`src/hw/rtl/dbcg_pkg.sv`:
```
// dbcg_pkg: shared types, constants and helper functions of the backlight dimming core
// no dependencies; used by dbcg_cfg, dbcg_ctrl, dbcg_dpath and the top level
package dbcg_pkg;

    // default sizes
    localparam int TABLE_ENTRIES_DEF = 66;
    localparam int LEVEL_BITS_DEF    = 12;

    // fixed field widths
    localparam int THRESH_BITS = 12;
    localparam int GAIN_BITS   = 16;
    localparam int DEPTH_BITS  = 4;
    localparam int ADDR_BITS   = 4;
    localparam int DATA_BITS   = 32;

    // gain rom geometry
    localparam int ROM_LEN   = 66;
    localparam int ROM_AW    = 8;
    localparam int ROM_DW    = 9;
    localparam int ROM_SHIFT = 7;
    localparam int MAX_DEPTH = 8;
    localparam int GAIN_UNIT = 128;

    // register reset values and threshold floor
    localparam logic [THRESH_BITS-1:0] THRESH_MIN   = 12'd2;
    localparam logic [THRESH_BITS-1:0] THRESH_RST   = 12'd66;
    localparam logic [GAIN_BITS-1:0]   MIN_GAIN_RST = 16'd5120;
    localparam logic [GAIN_BITS-1:0]   MAX_GAIN_RST = 16'd32768;

    // register map, word index
    typedef enum logic [1:0] {
        REG_MODE     = 2'd0,
        REG_THRESH   = 2'd1,
        REG_MIN_GAIN = 2'd2,
        REG_MAX_GAIN = 2'd3
    } reg_idx_t;

    // what a request turns into
    typedef enum logic [1:0] {
        CLS_PASS  = 2'd0,
        CLS_DIM   = 2'd1,
        CLS_LEAVE = 2'd2
    } cls_t;

    typedef enum logic [2:0] {
        ST_IDLE,
        ST_DECIDE,
        ST_MUL,
        ST_DIV,
        ST_GAIN,
        ST_DONE
    } state_t;

    typedef struct packed {
        logic                   mode_enable;
        logic [THRESH_BITS-1:0] thresh;
        logic [GAIN_BITS-1:0]   min_gain;
        logic [GAIN_BITS-1:0]   max_gain;
    } cfg_t;

    typedef struct packed {
        logic load;
        logic mul;
        logic div_step;
        logic gain_load;
        logic out_load;
    } cmd_t;

    typedef struct packed {
        cls_t cls;
    } sts_t;

    // gain rom, addresses past the end read the last entry
    function automatic logic [ROM_DW-1:0] rom_read(input logic [ROM_AW-1:0] addr);
        logic [ROM_DW-1:0] v;
        case (addr)
            8'd0:  v = 9'd42;   8'd1:  v = 9'd56;   8'd2:  v = 9'd67;   8'd3:  v = 9'd75;
            8'd4:  v = 9'd84;   8'd5:  v = 9'd91;   8'd6:  v = 9'd98;   8'd7:  v = 9'd104;
            8'd8:  v = 9'd109;  8'd9:  v = 9'd114;  8'd10: v = 9'd119;  8'd11: v = 9'd124;
            8'd12: v = 9'd128;  8'd13: v = 9'd133;  8'd14: v = 9'd136;  8'd15: v = 9'd140;
            8'd16: v = 9'd143;  8'd17: v = 9'd146;  8'd18: v = 9'd150;  8'd19: v = 9'd152;
            8'd20: v = 9'd156;  8'd21: v = 9'd159;  8'd22: v = 9'd162;  8'd23: v = 9'd165;
            8'd24: v = 9'd168;  8'd25: v = 9'd172;  8'd26: v = 9'd176;  8'd27: v = 9'd178;
            8'd28: v = 9'd181;  8'd29: v = 9'd184;  8'd30: v = 9'd187;  8'd31: v = 9'd189;
            8'd32: v = 9'd192;  8'd33: v = 9'd194;  8'd34: v = 9'd196;  8'd35: v = 9'd199;
            8'd36: v = 9'd202;  8'd37: v = 9'd204;  8'd38: v = 9'd206;  8'd39: v = 9'd209;
            8'd40: v = 9'd211;  8'd41: v = 9'd213;  8'd42: v = 9'd215;  8'd43: v = 9'd217;
            8'd44: v = 9'd220;  8'd45: v = 9'd222;  8'd46: v = 9'd224;  8'd47: v = 9'd226;
            8'd48: v = 9'd228;  8'd49: v = 9'd230;  8'd50: v = 9'd233;  8'd51: v = 9'd236;
            8'd52: v = 9'd237;  8'd53: v = 9'd239;  8'd54: v = 9'd241;  8'd55: v = 9'd241;
            8'd56: v = 9'd243;  8'd57: v = 9'd245;  8'd58: v = 9'd246;  8'd59: v = 9'd249;
            8'd60: v = 9'd249;  8'd61: v = 9'd250;  8'd62: v = 9'd252;  8'd63: v = 9'd254;
            8'd64: v = 9'd255;
            default: v = 9'd256;
        endcase
        return v;
    endfunction

    // largest depth d with gain >= 128 << d, zero if none
    function automatic logic [DEPTH_BITS-1:0] depth_of(input logic [GAIN_BITS-1:0] g);
        logic [DEPTH_BITS-1:0] res;
        res = '0;
        for (int d = 1; d <= MAX_DEPTH; d++) begin
            if ({1'b0, g} >= ((GAIN_BITS+1)'(GAIN_UNIT) << d)) begin
                res = DEPTH_BITS'(d);
            end
        end
        return res;
    endfunction

endpackage

```
`src/hw/rtl/dbcg_cfg.sv`:
```
// dbcg_cfg: apb-style configuration registers of the backlight dimming core
// depends on dbcg_pkg
module dbcg_cfg (
    input  logic                           aclk,
    input  logic                           aresetn,
    input  logic                           psel,
    input  logic                           penable,
    input  logic                           pwrite,
    input  logic [dbcg_pkg::ADDR_BITS-1:0] paddr,
    input  logic [dbcg_pkg::DATA_BITS-1:0] pwdata,
    output logic [dbcg_pkg::DATA_BITS-1:0] prdata,
    output logic                           pready,
    output dbcg_pkg::cfg_t                 cfg
);

    dbcg_pkg::cfg_t      cfg_reg;
    dbcg_pkg::cfg_t      cfg_next;
    dbcg_pkg::reg_idx_t  idx;
    logic                wr_en;

    assign idx    = dbcg_pkg::reg_idx_t'(paddr[3:2]);
    assign wr_en  = psel && penable && pwrite;
    assign pready = 1'b1;
    assign cfg    = cfg_reg;

    // register write decode
    always_comb begin
        cfg_next = cfg_reg;
        if (wr_en) begin
            case (idx)
                dbcg_pkg::REG_MODE:     cfg_next.mode_enable = pwdata[0];
                dbcg_pkg::REG_THRESH:   cfg_next.thresh = pwdata[dbcg_pkg::THRESH_BITS-1:0];
                dbcg_pkg::REG_MIN_GAIN: cfg_next.min_gain = pwdata[dbcg_pkg::GAIN_BITS-1:0];
                dbcg_pkg::REG_MAX_GAIN: cfg_next.max_gain = pwdata[dbcg_pkg::GAIN_BITS-1:0];
                default: ;
            endcase
        end
    end

    always_ff @(posedge aclk) begin
        if (!aresetn) begin
            cfg_reg.mode_enable <= 1'b0;
            cfg_reg.thresh      <= dbcg_pkg::THRESH_RST;
            cfg_reg.min_gain    <= dbcg_pkg::MIN_GAIN_RST;
            cfg_reg.max_gain    <= dbcg_pkg::MAX_GAIN_RST;
        end else begin
            cfg_reg <= cfg_next;
        end
    end

    // read back
    always_comb begin
        case (idx)
            dbcg_pkg::REG_MODE:     prdata = dbcg_pkg::DATA_BITS'(cfg_reg.mode_enable);
            dbcg_pkg::REG_THRESH:   prdata = dbcg_pkg::DATA_BITS'(cfg_reg.thresh);
            dbcg_pkg::REG_MIN_GAIN: prdata = dbcg_pkg::DATA_BITS'(cfg_reg.min_gain);
            dbcg_pkg::REG_MAX_GAIN: prdata = dbcg_pkg::DATA_BITS'(cfg_reg.max_gain);
            default:                prdata = '0;
        endcase
    end

endmodule

```
`src/hw/rtl/dbcg_ctrl.sv`:
```
// dbcg_ctrl: sequencer of the backlight dimming core, drives the datapath by commands
// depends on dbcg_pkg
module dbcg_ctrl #(
    parameter int QBITS = 7
) (
    input  logic           aclk,
    input  logic           aresetn,
    input  logic           s_valid,
    output logic           s_ready,
    output logic           m_valid,
    input  logic           m_ready,
    input  dbcg_pkg::sts_t sts,
    output dbcg_pkg::cmd_t cmd
);

    localparam int CNT_W = (QBITS > 1) ? $clog2(QBITS) : 1;

    dbcg_pkg::state_t  state_reg;
    dbcg_pkg::state_t  state_next;
    logic [CNT_W-1:0]  cnt_reg;
    logic [CNT_W-1:0]  cnt_next;
    logic              out_valid_reg;
    logic              out_valid_next;

    always_ff @(posedge aclk) begin
        if (!aresetn) begin
            state_reg     <= dbcg_pkg::ST_IDLE;
            cnt_reg       <= '0;
            out_valid_reg <= 1'b0;
        end else begin
            state_reg     <= state_next;
            cnt_reg       <= cnt_next;
            out_valid_reg <= out_valid_next;
        end
    end

    // next state and commands
    always_comb begin
        state_next = state_reg;
        cnt_next   = cnt_reg;
        cmd        = '0;
        s_ready    = 1'b0;
        case (state_reg)
            dbcg_pkg::ST_IDLE: begin
                s_ready = 1'b1;
                if (s_valid) begin
                    cmd.load   = 1'b1;
                    state_next = dbcg_pkg::ST_DECIDE;
                end
            end
            dbcg_pkg::ST_DECIDE: begin
                case (sts.cls)
                    dbcg_pkg::CLS_DIM:   state_next = dbcg_pkg::ST_MUL;
                    dbcg_pkg::CLS_LEAVE: state_next = dbcg_pkg::ST_GAIN;
                    default:             state_next = dbcg_pkg::ST_DONE;
                endcase
            end
            dbcg_pkg::ST_MUL: begin
                cmd.mul    = 1'b1;
                cnt_next   = CNT_W'(QBITS - 1);
                state_next = dbcg_pkg::ST_DIV;
            end
            dbcg_pkg::ST_DIV: begin
                cmd.div_step = 1'b1;
                if (cnt_reg == '0) begin
                    state_next = dbcg_pkg::ST_GAIN;
                end else begin
                    cnt_next = cnt_reg - 1'b1;
                end
            end
            dbcg_pkg::ST_GAIN: begin
                cmd.gain_load = 1'b1;
                state_next    = dbcg_pkg::ST_DONE;
            end
            dbcg_pkg::ST_DONE: begin
                if (!out_valid_reg || m_ready) begin
                    cmd.out_load = 1'b1;
                    state_next   = dbcg_pkg::ST_IDLE;
                end
            end
            default: state_next = dbcg_pkg::ST_IDLE;
        endcase
    end

    // output register occupancy
    assign out_valid_next = cmd.out_load ? 1'b1 : (out_valid_reg && !m_ready);
    assign m_valid        = out_valid_reg;

endmodule

```
`src/hw/rtl/dbcg_dpath.sv`:
```
// dbcg_dpath: datapath of the backlight dimming core: classify, scale, divide, gain, output
// depends on dbcg_pkg
module dbcg_dpath #(
    parameter int TABLE_ENTRIES = 66,
    parameter int LEVEL_BITS    = 12,
    parameter int QBITS         = 7
) (
    input  logic                              aclk,
    input  logic                              aresetn,
    input  dbcg_pkg::cfg_t                    cfg,
    input  dbcg_pkg::cmd_t                    cmd,
    output dbcg_pkg::sts_t                    sts,
    input  logic [LEVEL_BITS-1:0]             s_level,
    output logic [dbcg_pkg::THRESH_BITS-1:0]  m_panel_level,
    output logic                              m_gain_write,
    output logic                              m_gain_enable,
    output logic [dbcg_pkg::GAIN_BITS-1:0]    m_gain_value,
    output logic                              m_dither_enable,
    output logic [dbcg_pkg::DEPTH_BITS-1:0]   m_dither_depth
);

    localparam int TW     = dbcg_pkg::THRESH_BITS;
    localparam int CW     = (LEVEL_BITS > TW) ? LEVEL_BITS : TW;
    localparam int PROD_W = TW + QBITS;
    localparam int GW     = dbcg_pkg::GAIN_BITS;
    localparam int LAST_ADDR = ((TABLE_ENTRIES < dbcg_pkg::ROM_LEN) ?
                                TABLE_ENTRIES : dbcg_pkg::ROM_LEN) - 1;

    logic                    dim_active_reg;
    dbcg_pkg::cls_t          cls_reg;
    dbcg_pkg::cls_t          cls_next;
    logic [TW-1:0]           thr_eff;
    logic [CW-1:0]           lvl_ext;
    logic                    lvl_nz;
    logic                    lvl_lt;
    logic [TW-1:0]           panel_reg;
    logic [TW-1:0]           num_reg;
    logic                    mode_reg;
    logic [PROD_W-1:0]       rem_reg;
    logic [PROD_W-1:0]       dvs_reg;
    logic [QBITS-1:0]        q_reg;
    logic                    q_bit;
    logic [dbcg_pkg::ROM_AW-1:0] rom_addr;
    logic [GW-1:0]           g_raw;
    logic [GW-1:0]           g_lo;
    logic [GW-1:0]           g_clamped;
    logic [GW-1:0]           gain_reg;
    logic                    wr;

    // classify the request against threshold and dimming state
    assign thr_eff = (cfg.thresh < dbcg_pkg::THRESH_MIN) ? dbcg_pkg::THRESH_MIN : cfg.thresh;
    assign lvl_ext = CW'(s_level);
    assign lvl_nz  = (s_level != '0);
    assign lvl_lt  = (lvl_ext < CW'(thr_eff));

    always_comb begin
        if (cfg.mode_enable && lvl_nz && lvl_lt) begin
            cls_next = dbcg_pkg::CLS_DIM;
        end else if (lvl_nz && dim_active_reg) begin
            cls_next = dbcg_pkg::CLS_LEAVE;
        end else begin
            cls_next = dbcg_pkg::CLS_PASS;
        end
    end

    always_ff @(posedge aclk) begin
        if (!aresetn) begin
            dim_active_reg <= 1'b0;
            cls_reg        <= dbcg_pkg::CLS_PASS;
        end else if (cmd.load) begin
            cls_reg <= cls_next;
            if (cls_next == dbcg_pkg::CLS_DIM) begin
                dim_active_reg <= 1'b1;
            end else if (cls_next == dbcg_pkg::CLS_LEAVE) begin
                dim_active_reg <= 1'b0;
            end
        end
    end

    assign sts.cls = cls_reg;

    // request capture and divider set-up
    always_ff @(posedge aclk) begin
        if (cmd.load) begin
            panel_reg <= (cls_next == dbcg_pkg::CLS_DIM) ? thr_eff : TW'(s_level);
            num_reg   <= TW'(lvl_ext - CW'(1));
            mode_reg  <= cfg.mode_enable;
            dvs_reg   <= PROD_W'(thr_eff - TW'(1)) << (QBITS - 1);
            q_reg     <= '0;
        end else if (cmd.div_step) begin
            dvs_reg <= dvs_reg >> 1;
            q_reg   <= (q_reg << 1) | QBITS'(q_bit);
        end
    end

    // restoring divider, one quotient bit per cycle
    assign q_bit = (rem_reg >= dvs_reg);

    always_ff @(posedge aclk) begin
        if (cmd.mul) begin
            rem_reg <= PROD_W'(num_reg) * PROD_W'(TABLE_ENTRIES - 1);
        end else if (cmd.div_step && q_bit) begin
            rem_reg <= rem_reg - dvs_reg;
        end
    end

    // rom lookup and clamp
    assign rom_addr  = (cls_reg == dbcg_pkg::CLS_DIM) ? dbcg_pkg::ROM_AW'(q_reg)
                                                      : dbcg_pkg::ROM_AW'(LAST_ADDR);
    assign g_raw     = GW'(dbcg_pkg::rom_read(rom_addr)) << dbcg_pkg::ROM_SHIFT;
    assign g_lo      = (g_raw < cfg.min_gain) ? cfg.min_gain : g_raw;
    assign g_clamped = (g_lo > cfg.max_gain) ? cfg.max_gain : g_lo;

    always_ff @(posedge aclk) begin
        if (cmd.gain_load) begin
            gain_reg <= g_clamped;
        end
    end

    // result register
    assign wr = (cls_reg != dbcg_pkg::CLS_PASS);

    always_ff @(posedge aclk) begin
        if (cmd.out_load) begin
            m_panel_level   <= panel_reg;
            m_gain_write    <= wr;
            m_gain_enable   <= (cls_reg == dbcg_pkg::CLS_DIM);
            m_gain_value    <= wr ? gain_reg : '0;
            m_dither_enable <= wr && mode_reg;
            m_dither_depth  <= wr ? dbcg_pkg::depth_of(gain_reg) : '0;
        end
    end

endmodule

```
`src/hw/rtl/dim_backlight_to_color_gain_core.sv`:
```
// dim_backlight_to_color_gain_core: top level of the flicker-free backlight dimming core
// depends on dbcg_pkg, dbcg_cfg, dbcg_ctrl, dbcg_dpath
//
// Usage
//   s_valid/s_ready/s_level carry one requested backlight level per request.
//   m_valid/m_ready carry one result per request: the panel level and, when a
//   gain update is pushed, the colour gain and dither setting (zero otherwise).
//   The apb-style port sets mode, threshold and gain clamps; write it only while
//   no request is in flight. pready is always high.
// Sequencing (accept to m_valid)
//   plain pass-through: decide, done; leaving dimming: decide, gain, done;
//   dimmed level: decide, multiply, one divide step per quotient bit, gain, done;
//   the restoring divider forms the rom index one quotient bit per cycle.
// Throughput
//   one request at a time; s_ready returns once the result has been moved to
//   the output register, so the next request may overlap a result still waiting.
// Reset and stall
//   synchronous active-low reset clears the sequencer, the dimming flag and the
//   output valid flag and restores the register reset values. A stalled receiver
//   holds the result; a finished request then waits before s_ready rises again.
module dim_backlight_to_color_gain_core #(
    parameter int TABLE_ENTRIES = dbcg_pkg::TABLE_ENTRIES_DEF,
    parameter int LEVEL_BITS    = dbcg_pkg::LEVEL_BITS_DEF
) (
    input  logic                             aclk,
    input  logic                             aresetn,
    input  logic                             s_valid,
    output logic                             s_ready,
    input  logic [LEVEL_BITS-1:0]            s_level,
    output logic                             m_valid,
    input  logic                             m_ready,
    output logic [dbcg_pkg::THRESH_BITS-1:0] m_panel_level,
    output logic                             m_gain_write,
    output logic                             m_gain_enable,
    output logic [dbcg_pkg::GAIN_BITS-1:0]   m_gain_value,
    output logic                             m_dither_enable,
    output logic [dbcg_pkg::DEPTH_BITS-1:0]  m_dither_depth,
    input  logic                             psel,
    input  logic                             penable,
    input  logic                             pwrite,
    input  logic [dbcg_pkg::ADDR_BITS-1:0]   paddr,
    input  logic [dbcg_pkg::DATA_BITS-1:0]   pwdata,
    output logic [dbcg_pkg::DATA_BITS-1:0]   prdata,
    output logic                             pready
);

    localparam int QBITS = (TABLE_ENTRIES > 2) ? $clog2(TABLE_ENTRIES) : 1;

    dbcg_pkg::cfg_t cfg;
    dbcg_pkg::cmd_t cmd;
    dbcg_pkg::sts_t sts;

    // configuration registers
    dbcg_cfg u_cfg (
        .aclk    (aclk),
        .aresetn (aresetn),
        .psel    (psel),
        .penable (penable),
        .pwrite  (pwrite),
        .paddr   (paddr),
        .pwdata  (pwdata),
        .prdata  (prdata),
        .pready  (pready),
        .cfg     (cfg)
    );

    // sequencer
    dbcg_ctrl #(
        .QBITS (QBITS)
    ) u_ctrl (
        .aclk    (aclk),
        .aresetn (aresetn),
        .s_valid (s_valid),
        .s_ready (s_ready),
        .m_valid (m_valid),
        .m_ready (m_ready),
        .sts     (sts),
        .cmd     (cmd)
    );

    // datapath
    dbcg_dpath #(
        .TABLE_ENTRIES (TABLE_ENTRIES),
        .LEVEL_BITS    (LEVEL_BITS),
        .QBITS         (QBITS)
    ) u_dpath (
        .aclk            (aclk),
        .aresetn         (aresetn),
        .cfg             (cfg),
        .cmd             (cmd),
        .sts             (sts),
        .s_level         (s_level),
        .m_panel_level   (m_panel_level),
        .m_gain_write    (m_gain_write),
        .m_gain_enable   (m_gain_enable),
        .m_gain_value    (m_gain_value),
        .m_dither_enable (m_dither_enable),
        .m_dither_depth  (m_dither_depth)
    );

    // a result without a gain update carries no gain or dither setting
    a_no_write_zero: assert property (@(posedge aclk) disable iff (!aresetn)
        (m_valid && !m_gain_write) |-> (m_gain_value == '0 && m_dither_depth == '0
                                        && !m_gain_enable && !m_dither_enable))
        else $error("gain fields set without a gain write");

    // an enabled gain is only ever part of a pushed update
    a_enable_has_write: assert property (@(posedge aclk) disable iff (!aresetn)
        (m_valid && m_gain_enable) |-> m_gain_write)
        else $error("gain enable without gain write");

    // one request in flight: no accept in the cycle after an accept
    a_one_in_flight: assert property (@(posedge aclk) disable iff (!aresetn)
        (s_valid && s_ready) |=> !s_ready)
        else $error("request accepted while previous one in flight");

    // dither depth never exceeds its top step
    a_depth_range: assert property (@(posedge aclk) disable iff (!aresetn)
        m_valid |-> (m_dither_depth <= dbcg_pkg::DEPTH_BITS'(dbcg_pkg::MAX_DEPTH)))
        else $error("dither depth out of range");

endmodule
```
`config.mk`:
```
export PLATFORM = sky130hd
export DESIGN_NAME = dim_backlight_to_color_gain_core
export DESIGN_NICKNAME = d
export VERILOG_FILES = /design/src/hw/rtl/dbcg_pkg.sv /design/src/hw/rtl/dbcg_cfg.sv /design/src/hw/rtl/dbcg_ctrl.sv /design/src/hw/rtl/dbcg_dpath.sv /design/src/hw/rtl/dim_backlight_to_color_gain_core.sv
export SDC_FILE = /design/constraint.sdc
export NUM_CORES = 1
export LEC_CHECK = 0
export ABC_AREA = 1
export BUFFER_PORTS_ARGS = -buffer_cell sky130_fd_sc_hd__clkbuf_2
export CORE_MARGIN = 5
export CORE_UTILIZATION = 40
export DETAILED_ROUTE_END_ITERATION = 8
export SLEW_MARGIN = 10
export SYNTH_ARGS = -nofsm -noshare
export SYNTH_HDL_FRONTEND = slang
export SYNTH_SLANG_ARGS = --single-unit
```
`constraint.sdc`:
```
create_clock -name aclk -period 11.6 [get_ports aclk]
set_input_delay 2.32 -clock aclk [delete_from_list [all_inputs] [get_ports aclk]]
set_output_delay 2.32 -clock aclk [all_outputs]
set_load 0.03 [all_outputs]
```
* Yosys cells after proc, flatten, opt, wreduce, memory -nomap -nowiden *
Memories as Yosys holds them, arrays and structs flattened.
Index checks and enable logic that the tools add are counted.

word-level totals
  flip-flop bits (word level) = 176
  bits in latches = 0
  RAM bits = 0
  memory bits (read-only) = 1152
  input port bits = 55
  output and inout bits = 70
  logic and storage cells = 128
  memories kept = 1

cells by class
  $add $sub $neg = 4
  multipliers = 1
  divide/modulo/power cells = 0
  order comparisons = 13
  equality and inequality tests = 16
  shift-type cells = 0
  multiplexer cells = 39
  bitwise operators = 2
  reduce and logical (&&, ||, !) cells = 28

memory list
  name              depth  width  rd ports  clocked after memory_dff  write ports  line            RTL
  (name not given)  128    9      1         0                         0            dbcg_pkg.sv:76  case (addr)

operator list
  cell                                                                      count
  32-bit one-hot mux with 4 select lines                                    1
  19-bit two-way mux                                                        4
  16-bit two-way mux                                                        2
  12-bit two-way mux                                                        2
  3-bit two-way mux                                                         8
  19-bit >= comparator                                                      1
  12-bit by 7-bit multiplier with 19-bit output (second input constant)     1
  19-bit subtractor                                                         1
  3-bit one-hot mux with 6 select lines                                     1
  16-bit by 10-bit >= comparator with 1-bit output (second input constant)  1
  16-bit by 11-bit >= comparator with 1-bit output (second input constant)  1
  16-bit by 12-bit >= comparator with 1-bit output (second input constant)  1
  16-bit by 13-bit >= comparator with 1-bit output (second input constant)  1
  16-bit by 14-bit >= comparator with 1-bit output (second input constant)  1
  16-bit by 15-bit >= comparator with 1-bit output (second input constant)  1
  16-bit >= comparator (second input constant)                              1
  16-bit by 9-bit >= comparator with 1-bit output (second input constant)   1
  16-bit greater-than comparator                                            1
  16-bit < comparator                                                       1
  12-bit by 1-bit subtractor with 13-bit output (second input constant)     1
  12-bit < comparator                                                       1
  12-bit by 2-bit < comparator with 1-bit output (second input constant)    1
  1-bit two-way mux                                                         12
  3-bit one-hot mux with 2 select lines                                     2
  25 further kinds                                                          55

* Longest topological paths before layout *
Gate-level depths: netlist of the first run.

  word-level depth = 9
  mapped depth = 32
  depth with buffers taken out = 32

* Hierarchy *
Synthesis of the first run repeated with hierarchy kept, for this count alone.

second synthesis, totals
  cells, all modules = 1459
  area total of the unflattened synthesis = 11173.2 sq um

by module, submodules not included
  module      times used  cells an instance  area an instance (sq um)  seq. area each (sq um)
  dbcg_dpath  1           1040               8424.3                    3563.4
  dbcg_cfg    1           346                2265.9                    900.9
  dbcg_ctrl   1           73                 483.0                     140.1

* Worst setup path before layout of the first run *
No wires, ideal clock.

  path type = input port to output port
  from = input paddr[3] in the netlist's numbering
  to = output prdata[10] in the netlist's numbering
  arrival time = 3297 ps
  data required time = 9280 ps
  path slack = 5983 ps
  cell stages on the path = 5
  buffers on the path = 1
  cells stage by stage = inv_1 nor2_1 inv_1 clkbuf_1 o221ai_1

on the way
  cells in the longest elaborated chain, start to end = 2
  elaborated cells on any way between the ends = 5
  those cells by class = eq/ne (3); mux (1); reduce/logical (1)

ends and longest elaborated chain
  what                                         line                                    RTL
  start: declaration                           dim_backlight_to_color_gain_core.sv:41  input logic [dbcg_pkg::ADDR_BITS-1:0] paddr,
  2-bit equality test (tied with other cells)  dbcg_cfg.sv:53                          case (idx)
  32-bit one-hot mux with 4 select lines *     dbcg_cfg.sv:53
  end: declaration                             dim_backlight_to_color_gain_core.sv:43  output logic [dbcg_pkg::DATA_BITS-1:0] prdata,

Mark *: on every way between the ends. The rest lies on a longest branch, timed or not. The select of a mux whose other input is x is not followed.

* Worst setup path in the final report of the first run *
  from = register u_dpath.cls_reg[1] (netlist: u_dpath.sts[1])
  to = register u_dpath.gain_reg[0] (data pin)

on the way
  cells in the longest elaborated chain, start to end = 8

ends and longest elaborated chain
  what                                              line               RTL
  start: declaration                                dbcg_dpath.sv:30   dbcg_pkg::cls_t cls_reg;
  start signal: assignment                          dbcg_dpath.sv:69   cls_reg <= dbcg_pkg::CLS_PASS;
  start signal: assignment                          dbcg_dpath.sv:71   cls_reg <= cls_next;
  2-bit by 1-bit equality test with 1-bit output *  dbcg_dpath.sv:108  assign rom_addr = (cls_reg == dbcg_pkg::CLS_DIM) ? dbcg_pkg::ROM_AW'(q_reg)
  7-bit two-way mux *                               dbcg_dpath.sv:108
  memory 128 x 9 bit *                              -
  9-bit two-way mux *                               dbcg_pkg.sv:76
  16-bit < comparator                               dbcg_dpath.sv:111  assign g_lo = (g_raw < cfg.min_gain) ? cfg.min_gain : g_raw;
  16-bit two-way mux *                              dbcg_dpath.sv:111
  16-bit greater-than comparator                    dbcg_dpath.sv:112  assign g_clamped = (g_lo > cfg.max_gain) ? cfg.max_gain : g_lo;
  16-bit two-way mux *                              dbcg_dpath.sv:112
  via u_dpath.g_clamped[0]                          dbcg_dpath.sv:46   logic [GW-1:0] g_clamped;
  end signal: assignment                            dbcg_dpath.sv:116  gain_reg <= g_clamped;
  end: declaration                                  dbcg_dpath.sv:47   logic [GW-1:0] gain_reg;

Mark *: on every way through the listed nets, which the timed path passes. The rest lies on a longest branch.
A chain may end at the register's enable or synchronous reset.

==> results_dict.tcl, run 1 <==
set metrics [dict create \
    synth-edff-count 108 \
    crit_top_cell "nand2_1" \
    cts.path.max_buffers 2 \
    dp_hpwl_um 20590 \
    crit_required_ps 11780 \
    num_io_pins 125 \
    tightest_slew_ps 1075 \
    die_x_um 172.2 \
    grt_first_pass_wirelength_um 43290 \
    fin_crit_ps 6369 \
    drv_slew 0 \
    drv_cap 0 \
    yosysMostFrequentCell "nand2_1" \
    initial_core_util_pct 40.48 \
    start_kind "register" \
    ctsRootBufferMaster "clkbuf_16" \
    first_pass_iters 5 \
    yosys.area.top_type_share_pct 30.84 \
    cts_resized 0 \
    synth_area_leaders "edfxtp_1 (31%), dfxtp_1 (13%), ha_1 (10%)" \
    path_max_fanout 26 \
    cp_slowest_cell "nand2_1" \
    die-area_um2 29640 \
    cts_tree "done" \
    wl_per_cell_um 15.80 \
    min_path_type "register to register" \
    antenna_cells 0 \
    async_reset_ff_share_pct 0 \
    final-hold-violation-count 0 \
    synth_top_area_cell "edfxtp_1" \
    outcome "finished clean" \
    finalSetupViolCount 0 \
    syn_area_um2 10520 \
    clock-skew-final_ps 13.60 \
    clk_pin_slew_ps 80 \
    clock-sinks 176 \
    area_growth_pct 12.48 \
    slew_headroom_pct 28.36 \
    fp-row-count 59 \
    synth_common_cells "nand2_1 (257), inv_1 (176), o21ai_0 (152)" \
    first_iter_violations 758 \
    grt_max_degree 51 \
    ys_ff_latch 176 \
    h-tree-depth 4 \
    finalWirelength_um 27230 \
    drive_gt1_share_pct 10.08 \
    vias_per_cell 5.184 \
    powerDensity_nw_per_um2 127.2 \
    ir_drop_v 0.00008951 \
    fp.dieH_um 172.2 \
    critPathMaxStageDelay_ps 600 \
    dpl_worst_slack_ps 5419 \
    core_um2 25980 \
    arrival_ps 6550 \
    antenna_found_initial 0 \
    drc 0 \
    insertion_delay_ps 440 \
    grt_pass1_vias 8416 \
    yosys_warnings 0 \
    grt_overflow 0 \
    critPathCaptureType "register" \
    post_cts.repair.setup_buffers 0 \
    final_core_util_pct 45.53 \
    port_buffers 89 \
    setup_ws_ps 5231 \
    largest_reg_flops 45 \
    p_leak_nw 5.116 \
    num_vias 8938 \
    synth_cell_types 49 \
    antenna_left 0 \
    cts-hold-fix-buffers 0 \
    tns_ps 0 \
    cts_buffers 17 \
    fin_nets 1517 \
    grt_usage_pct 18.23 \
    avgSynthCellArea_um2 8.084 \
    fmaxAchievable_ghz 0.1570 \
    path_class "register to register" \
    place_congestion 0.8862 \
    rsz0062_at_grt "no" \
    synthCells 1301 \
    ys_seq_area_share_pct 43.78 \
    min_period_over_period_pct 54.90 \
    ys.flop_type "edfxtp_1" \
]
## layout make-up
type                       instances  area, µm²
fill                            2593      14150
multi-input combinational        908       5041
sequential                       176       4604
inverter                         179      671.9
timing repair buffer              94      483.0
clock buffer                      17      425.4
tap                              335      419.2
clock inverter                    15      185.2
## final timing paths
path / depth (start not counted) / startpoint / to / slack [ps]
max: 28 / u_dpath.sts[1] / u_dpath.gain_reg[0] / 5230
min: 0 / u_dpath.panel_reg[7] / u_dpath.m_panel_level[7] / 420
max reg2reg: 28 / u_dpath.sts[1] / u_dpath.gain_reg[0] / 5230
min reg2reg: 0 / u_dpath.panel_reg[7] / u_dpath.m_panel_level[7] / 420
## routing by layer
metal | vias up | global-route usage (%) | wire (µm)
li1 | 4517 | - | -
met1 | 4144 | 26.22 | 13320
met2 | 251 | 28.97 | 12190
met3 | 26 | 2.583 | 1410
met4 | 0 | 4.751 | 315
met5 | - | 0 | 0
## layout by cell type (no fill, tap or decap), drive strengths merged, types with 12 or more instances in the layout
| cell type | Yosys | final |
|---|---|---|
| nand2 | 257 | 257 |
| xnor2 | 12 | 12 |
| edfxtp | 108 | 108 |
| clkbuf | 28 | 106 |
| nor3 | 16 | 16 |
| nand3 | 53 | 53 |
| a21oi | 121 | 121 |
| conb | 2 | 17 |
| o211ai | 15 | 15 |
| inv | 179 | 187 |
| ha | 84 | 84 |
| dfxtp | 68 | 68 |
| o21ai | 157 | 157 |
| nor2 | 105 | 105 |
## power breakdown
| part | internal, mW | switching [mW] |
|---|---|---|
| registers | 0.697 | 0.0146 |
| clock network | 0.295 | 0.295 |
| logic | 0.0578 | 0.146 |
| total | 1.05 | 0.455 |
## worst max-delay path: cells and delay by family, from the launching register on
family / cells / cell delay, ps
fa+ha+maj: 3 / 860
compound gates: 3 / 260
buf+inv: 5 / 1100
simple gates: 17 / 3510
flops: 1 / 340
## metrics by stage
step	hold WS, ps	instances	total power [mW]	cell area, µm²
floorplan	400.3	1316	0.8685	10570
finish	421.2	1724	1.505	11830
global placement	401.0	1692	0.9257	11220
detailed placement	404.5	1692	0.9289	11220
global route	425.4	1724	1.570	11830
CTS	422.3	1724	1.518	11830
## logic make-up after synthesis
group | after synthesis | share of synthesized area, %
other | 2 | 0.07140
AND/OR/NAND/NOR | 450 | 17.50
AO/OA/AOI/OAI | 332 | 17.34
buffers and inverters | 232 | 9.017
flip-flops | 176 | 43.78
XOR/XNOR | 23 | 1.915
adder cells (fa/ha/maj) | 86 | 10.37
Note: power is estimated with default switching activity, not from simulation.
==> run 2: changes to the inputs <==
clock period = 5.5 ns   (was 11.6 ns; I/O delays follow)
==> run 2 against run 1 <==
Compared with the run above:
- flip-flop and latch count unchanged
- register-to-register slack lost 4800 ps
- die area is the same
- design area rose by 0.92%
- fmax increased by 27%
- sequential share of layout area shrank 0.36 points
- worst setup slack got worse by 4800 ps
- sequential power increased by 110%
- power increased by 110%
- non-clock buffer count increased by 16
- global-route usage up 0.42 points
- clock power is 110% higher
- critical endpoint unchanged
==> results_dict.tcl, run 2 (same netlist as run 1, synthesis figures left out) <==
set metrics [dict create \
    tightest_slew_ps 1057 \
    drive_gt1_share_pct 11.32 \
    outcome "finished clean" \
    grt_max_degree 39 \
    cts_tree "done" \
    setup_ws_ps 480.7 \
    drc 0 \
    dpl_worst_slack_ps 273.5 \
    finalPower_mw 3.155 \
    die_x_um 172.2 \
    slew_headroom_pct 29.55 \
    drv_slew 0 \
    final-hold-violation-count 0 \
    vias_per_cell 5.199 \
    design_area_um2 11940 \
    final_cell_mix "nand2_1 (255), inv_1 (176), o21ai_0 (152)" \
    powerDensity_nw_per_um2 264.3 \
    crit_required_ps 5680 \
    tns_ps 0 \
    cp_slowest_cell "dfxtp_1" \
    first_pass_iters 5 \
    rsz0062_at_grt "no" \
    port_buffers 89 \
    insertion_delay_ps 440 \
    clock-skew-final_ps 15.75 \
    core_um2 25980 \
    fp.dieH_um 172.2 \
    clk_pin_slew_ps 70 \
    met1_usage_pct 26.83 \
    fmaxAchievable_ghz 0.1992 \
    fin_crit_ps 5019 \
    area_growth_pct 13.51 \
    place_area_um2 11340 \
    ir_drop_v 0.0001710 \
    start_kind "register" \
    met2_usage_pct 29.72 \
    hold_slack_ps 419.9 \
    post_cts.repair.setup_buffers 0 \
    fin_cells 1740 \
    numPlacedInstances 1708 \
    path_max_fanout 11 \
    top_usage_layer "met2" \
    fp-row-count 59 \
    finalWirelength_um 27430 \
    h-tree-depth 4 \
    critPathMaxStageDelay_ps 400 \
    nFillCells 2592 \
    critPathCaptureType "register" \
    num_io_pins 125 \
    antenna_cells 0 \
    min_period_over_period_pct 91.26 \
    antenna_left 0 \
    place_congestion 0.8989 \
    grt_first_pass_wirelength_um 44210 \
    cts.path.max_buffers 2 \
    cts_buffers 17 \
    grt_usage_pct 18.65 \
    drv_cap 0 \
    antenna_found_initial 0 \
    grt_pass1_vias 8563 \
    dp_hpwl_um 20790 \
    min_path_type "register to register" \
    fin_nets 1533 \
    die-area_um2 29640 \
    final_core_util_pct 45.95 \
    arrival_ps 5200 \
    wl_per_cell_um 15.76 \
    clock-sinks 176 \
    initial_core_util_pct 40.48 \
    largest_reg_flops 45 \
    grt_overflow 0 \
    met3_usage_pct 2.698 \
    finalSetupViolCount 0 \
    final_common_cell "nand2_1" \
    first_iter_violations 684 \
    ctsRootBufferMaster "clkbuf_16" \
    p_leak_nw 5.184 \
    num_vias 9047 \
    path_class "register to register" \
]
==> run 2: cell types whose count changed in the layout (fill, tap and decap cells not counted), sizes merged <==
| cell | previous run | this run |
|---|---|---|
| clkinv | 6 | 7 |
| inv | 187 | 186 |
| buf | 5 | 21 |
==> run 2: final cells by class <==
cell class	count	area, µm²	share of cell area (%)
flip-flops and latches	176	4604	38.57
multi-input cells	908	5049	42.29
repair buffers	110	603.1	5.051
clock inverters	15	166.4	1.394
inverters	179	671.9	5.628
well taps	335	419.2	3.511
clock buffers	17	425.4	3.563
==> run 2: per-layer routing <==
layer | part of all wire [%] | vias up | wire (µm)
met5 | 0 | - | 0
met4 | 1.5 | 0 | 413
met3 | 4.5 | 32 | 1244
met2 | 45 | 236 | 12290
met1 | 49 | 4219 | 13480
li1 | - | 4560 | -
==> run 2: final timing paths <==
check        slack [ps]                 start                       end  cells past startpoint
max                 480        u_dpath.sts[0]       u_dpath.gain_reg[0]                     29
min                 420  u_dpath.panel_reg[2]  u_dpath.m_panel_level[2]                      0
max reg2reg         480        u_dpath.sts[0]       u_dpath.gain_reg[0]                     29
min reg2reg         420  u_dpath.panel_reg[2]  u_dpath.m_panel_level[2]                      0
==> run 2: what timing repair did <==
item | in CTS | in global routing
resized for setup | 0 | 3
endpoints found under the hold margin | 0 | 0
setup endpoints to repair | 0 | 16
hold buffers | 0 | 0
==> run 2: worst max-delay path, delay by kind of cell (launching register included) <==
family,cells,cell delay (ps)
adder cells (fa/ha/maj),4,1110
buffers and inverters,6,940
flip-flops,1,400
AND/OR/NAND/NOR,9,1000
AO/OA/AOI/OAI,10,1310
==> run 2: report_power, final <==
| part | switching (mW) | internal (mW) | leakage, nW |
|---|---|---|---|
| Sequential | 0.0293 | 1.47 | 1.56 |
| Combinational | 0.309 | 0.131 | 3.34 |
| Clock | 0.604 | 0.611 | 0.287 |
| Total | 0.943 | 2.21 | 5.18 |
==> run 3: changes to the inputs <==
PLACE_DENSITY = 0.61   (was unset)
==> run 3 against run 2 <==
Compared with the run above:
- global-route usage fell by 0.42 points
- non-clock buffer count shrank 9
- sequential share of layout area increased by 0.13 points
- combinational power is 2% lower
- clock power up 3%
- count of clock-buffer cells in the layout stayed put
- flip-flop and latch count stayed put
- register-to-register slack better by 50 ps
- largest power group unchanged
- design area shrank 0.34%
- clock skew is essentially flat
==> results_dict.tcl, run 3 (same netlist as run 1, synthesis figures left out) <==
set metrics [dict create \
    r2r_start "u_dpath.sts[1]" \
    arrival_ps 5140 \
    crit_start "u_dpath.sts[1]" \
    num_vias 9008 \
    ir_drop_v 0.0001777 \
    p_leak_nw 5.154 \
    tightest_slew_ps 1064 \
    vias_per_cell 5.204 \
    reg2reg_setup_slack_ps 530 \
    crit_top_cell "a21oi_1" \
    m1WireLength_um 13160 \
    final_common_cell "nand2_1" \
    path_class "register to register" \
    fin_nets 1524 \
    h-tree-depth 4 \
    initial_core_util_pct 40.48 \
    cp_slowest_cell "dfxtp_1" \
    antenna_cells 0 \
    grt_max_degree 51 \
    grt_first_pass_wirelength_um 43280 \
    powerDensity_nw_per_um2 268.9 \
    cts-hold-fix-buffers 0 \
    fp-row-count 59 \
    die-area_um2 29640 \
    nFillCells 2587 \
    cts_tree "done" \
    grt_usage_pct 18.23 \
    rsz0062_at_grt "no" \
    num_io_pins 125 \
    clk_pin_slew_ps 80 \
    drc 0 \
    finalSetupViolCount 0 \
    die_x_um 172.2 \
    final_core_util_pct 45.79 \
    clock-skew-final_ps 15.48 \
    min_period_over_period_pct 90.30 \
    r2r_end "u_dpath.gain_reg[6]" \
    wl_met2_um 12010 \
    clock-sinks 176 \
    port_buffers 89 \
    cp_top_family "compound AO/OA/AOI/OAI gates" \
    cts.path.max_buffers 2 \
    drv_slew 0 \
    wl_per_cell_um 15.54 \
    fin_crit_ps 4967 \
    reg2regPathDepth 28 \
    antenna_left 0 \
    cp.depth 28 \
    critPathCaptureType "register" \
    slew_headroom_pct 29.06 \
    first_pass_iters 5 \
    wl_met3_um 1255 \
    insertion_delay_ps 440 \
    antenna_found_initial 0 \
    largest_reg_flops 45 \
    core_um2 25980 \
    area_growth_pct 13.13 \
    min_path_type "register to register" \
    fmaxAchievable_ghz 0.2013 \
    fp.dieH_um 172.2 \
    grt_pass1_vias 8361 \
    critPathMaxStageDelay_ps 320 \
    path_max_fanout 25 \
    cts_buffers 17 \
    worst-path-buf-inv 7 \
    drive_gt1_share_pct 10.82 \
    crit_path_end "u_dpath.gain_reg[6]" \
    final_cell_mix "nand2_1 (255), inv_1 (176), o21ai_0 (152)" \
    crit_required_ps 5670 \
    first_iter_violations 805 \
    highest_layer "met4" \
    finalWirelength_um 26910 \
    dp_hpwl_um 20520 \
    drv_cap 0 \
    outcome "finished clean" \
    finalPower_mw 3.199 \
    design_area_um2 11900 \
    final-hold-violation-count 0 \
    start_kind "register" \
    tns_ps 0 \
    place_area_um2 11270 \
    grt_overflow 0 \
    place_congestion 0.9123 \
    ctsRootBufferMaster "clkbuf_16" \
]
[run 3: layout make-up]
cell class | instances | area [µm²] | share of cell area, %
sequential | 176 | 4604 | 38.70
timing repair buffer | 101 | 535.5 | 4.501
tap | 335 | 419.2 | 3.523
inverter | 179 | 671.9 | 5.647
clock buffer | 17 | 425.4 | 3.575
clock inverter | 15 | 188.9 | 1.588
multi-input combinational | 908 | 5054 | 42.47
[run 3: layer usage]
layer,global-route usage (%),vias to the layer above
met3,2.812,29
li1,-,4541
met2,28.56,225
met5,0,-
met4,5.126,0
met1,26.27,4213
[run 3: report_power, final]
part	switching (mW)	internal [mW]
Combinational	0.307	0.126
Clock	0.603	0.662
Sequential	0.0304	1.47
Total	0.941	2.26
[run 3: how the worst min path moves through the flow]
stage / cells past startpoint / to / start
final: 0 / u_dpath.m_panel_level[5] / u_dpath.panel_reg[5]
after global routing: 0 / u_dpath.m_panel_level[5] / u_dpath.panel_reg[5]
after CTS: 0 / u_dpath.m_panel_level[5] / u_dpath.panel_reg[5]
after detailed placement: 0 / u_dpath.m_panel_level[5] / u_dpath.panel_reg[5]
after global placement: 0 / u_dpath.m_panel_level[2] / u_dpath.panel_reg[2]
after floorplan: 0 / u_dpath.m_panel_level[0] / u_dpath.panel_reg[0]
[run 3: through the flow]
stage               cells  hold WS [ps]  setup slack (ps)
global placement     1699         401.8             436.1
global route         1731         428.7             62.21
floorplan            1316         400.3              1178
finish               1731         421.3             533.4
detailed placement   1699         404.5             314.6
CTS                  1731         421.3             266.5
[run 3: repair_timing]
item | in CTS | in global routing
setup buffers | 0 | 0
resized for setup | 0 | 4
setup endpoints to repair | 0 | 16
endpoints found under the hold margin | 0 | 0
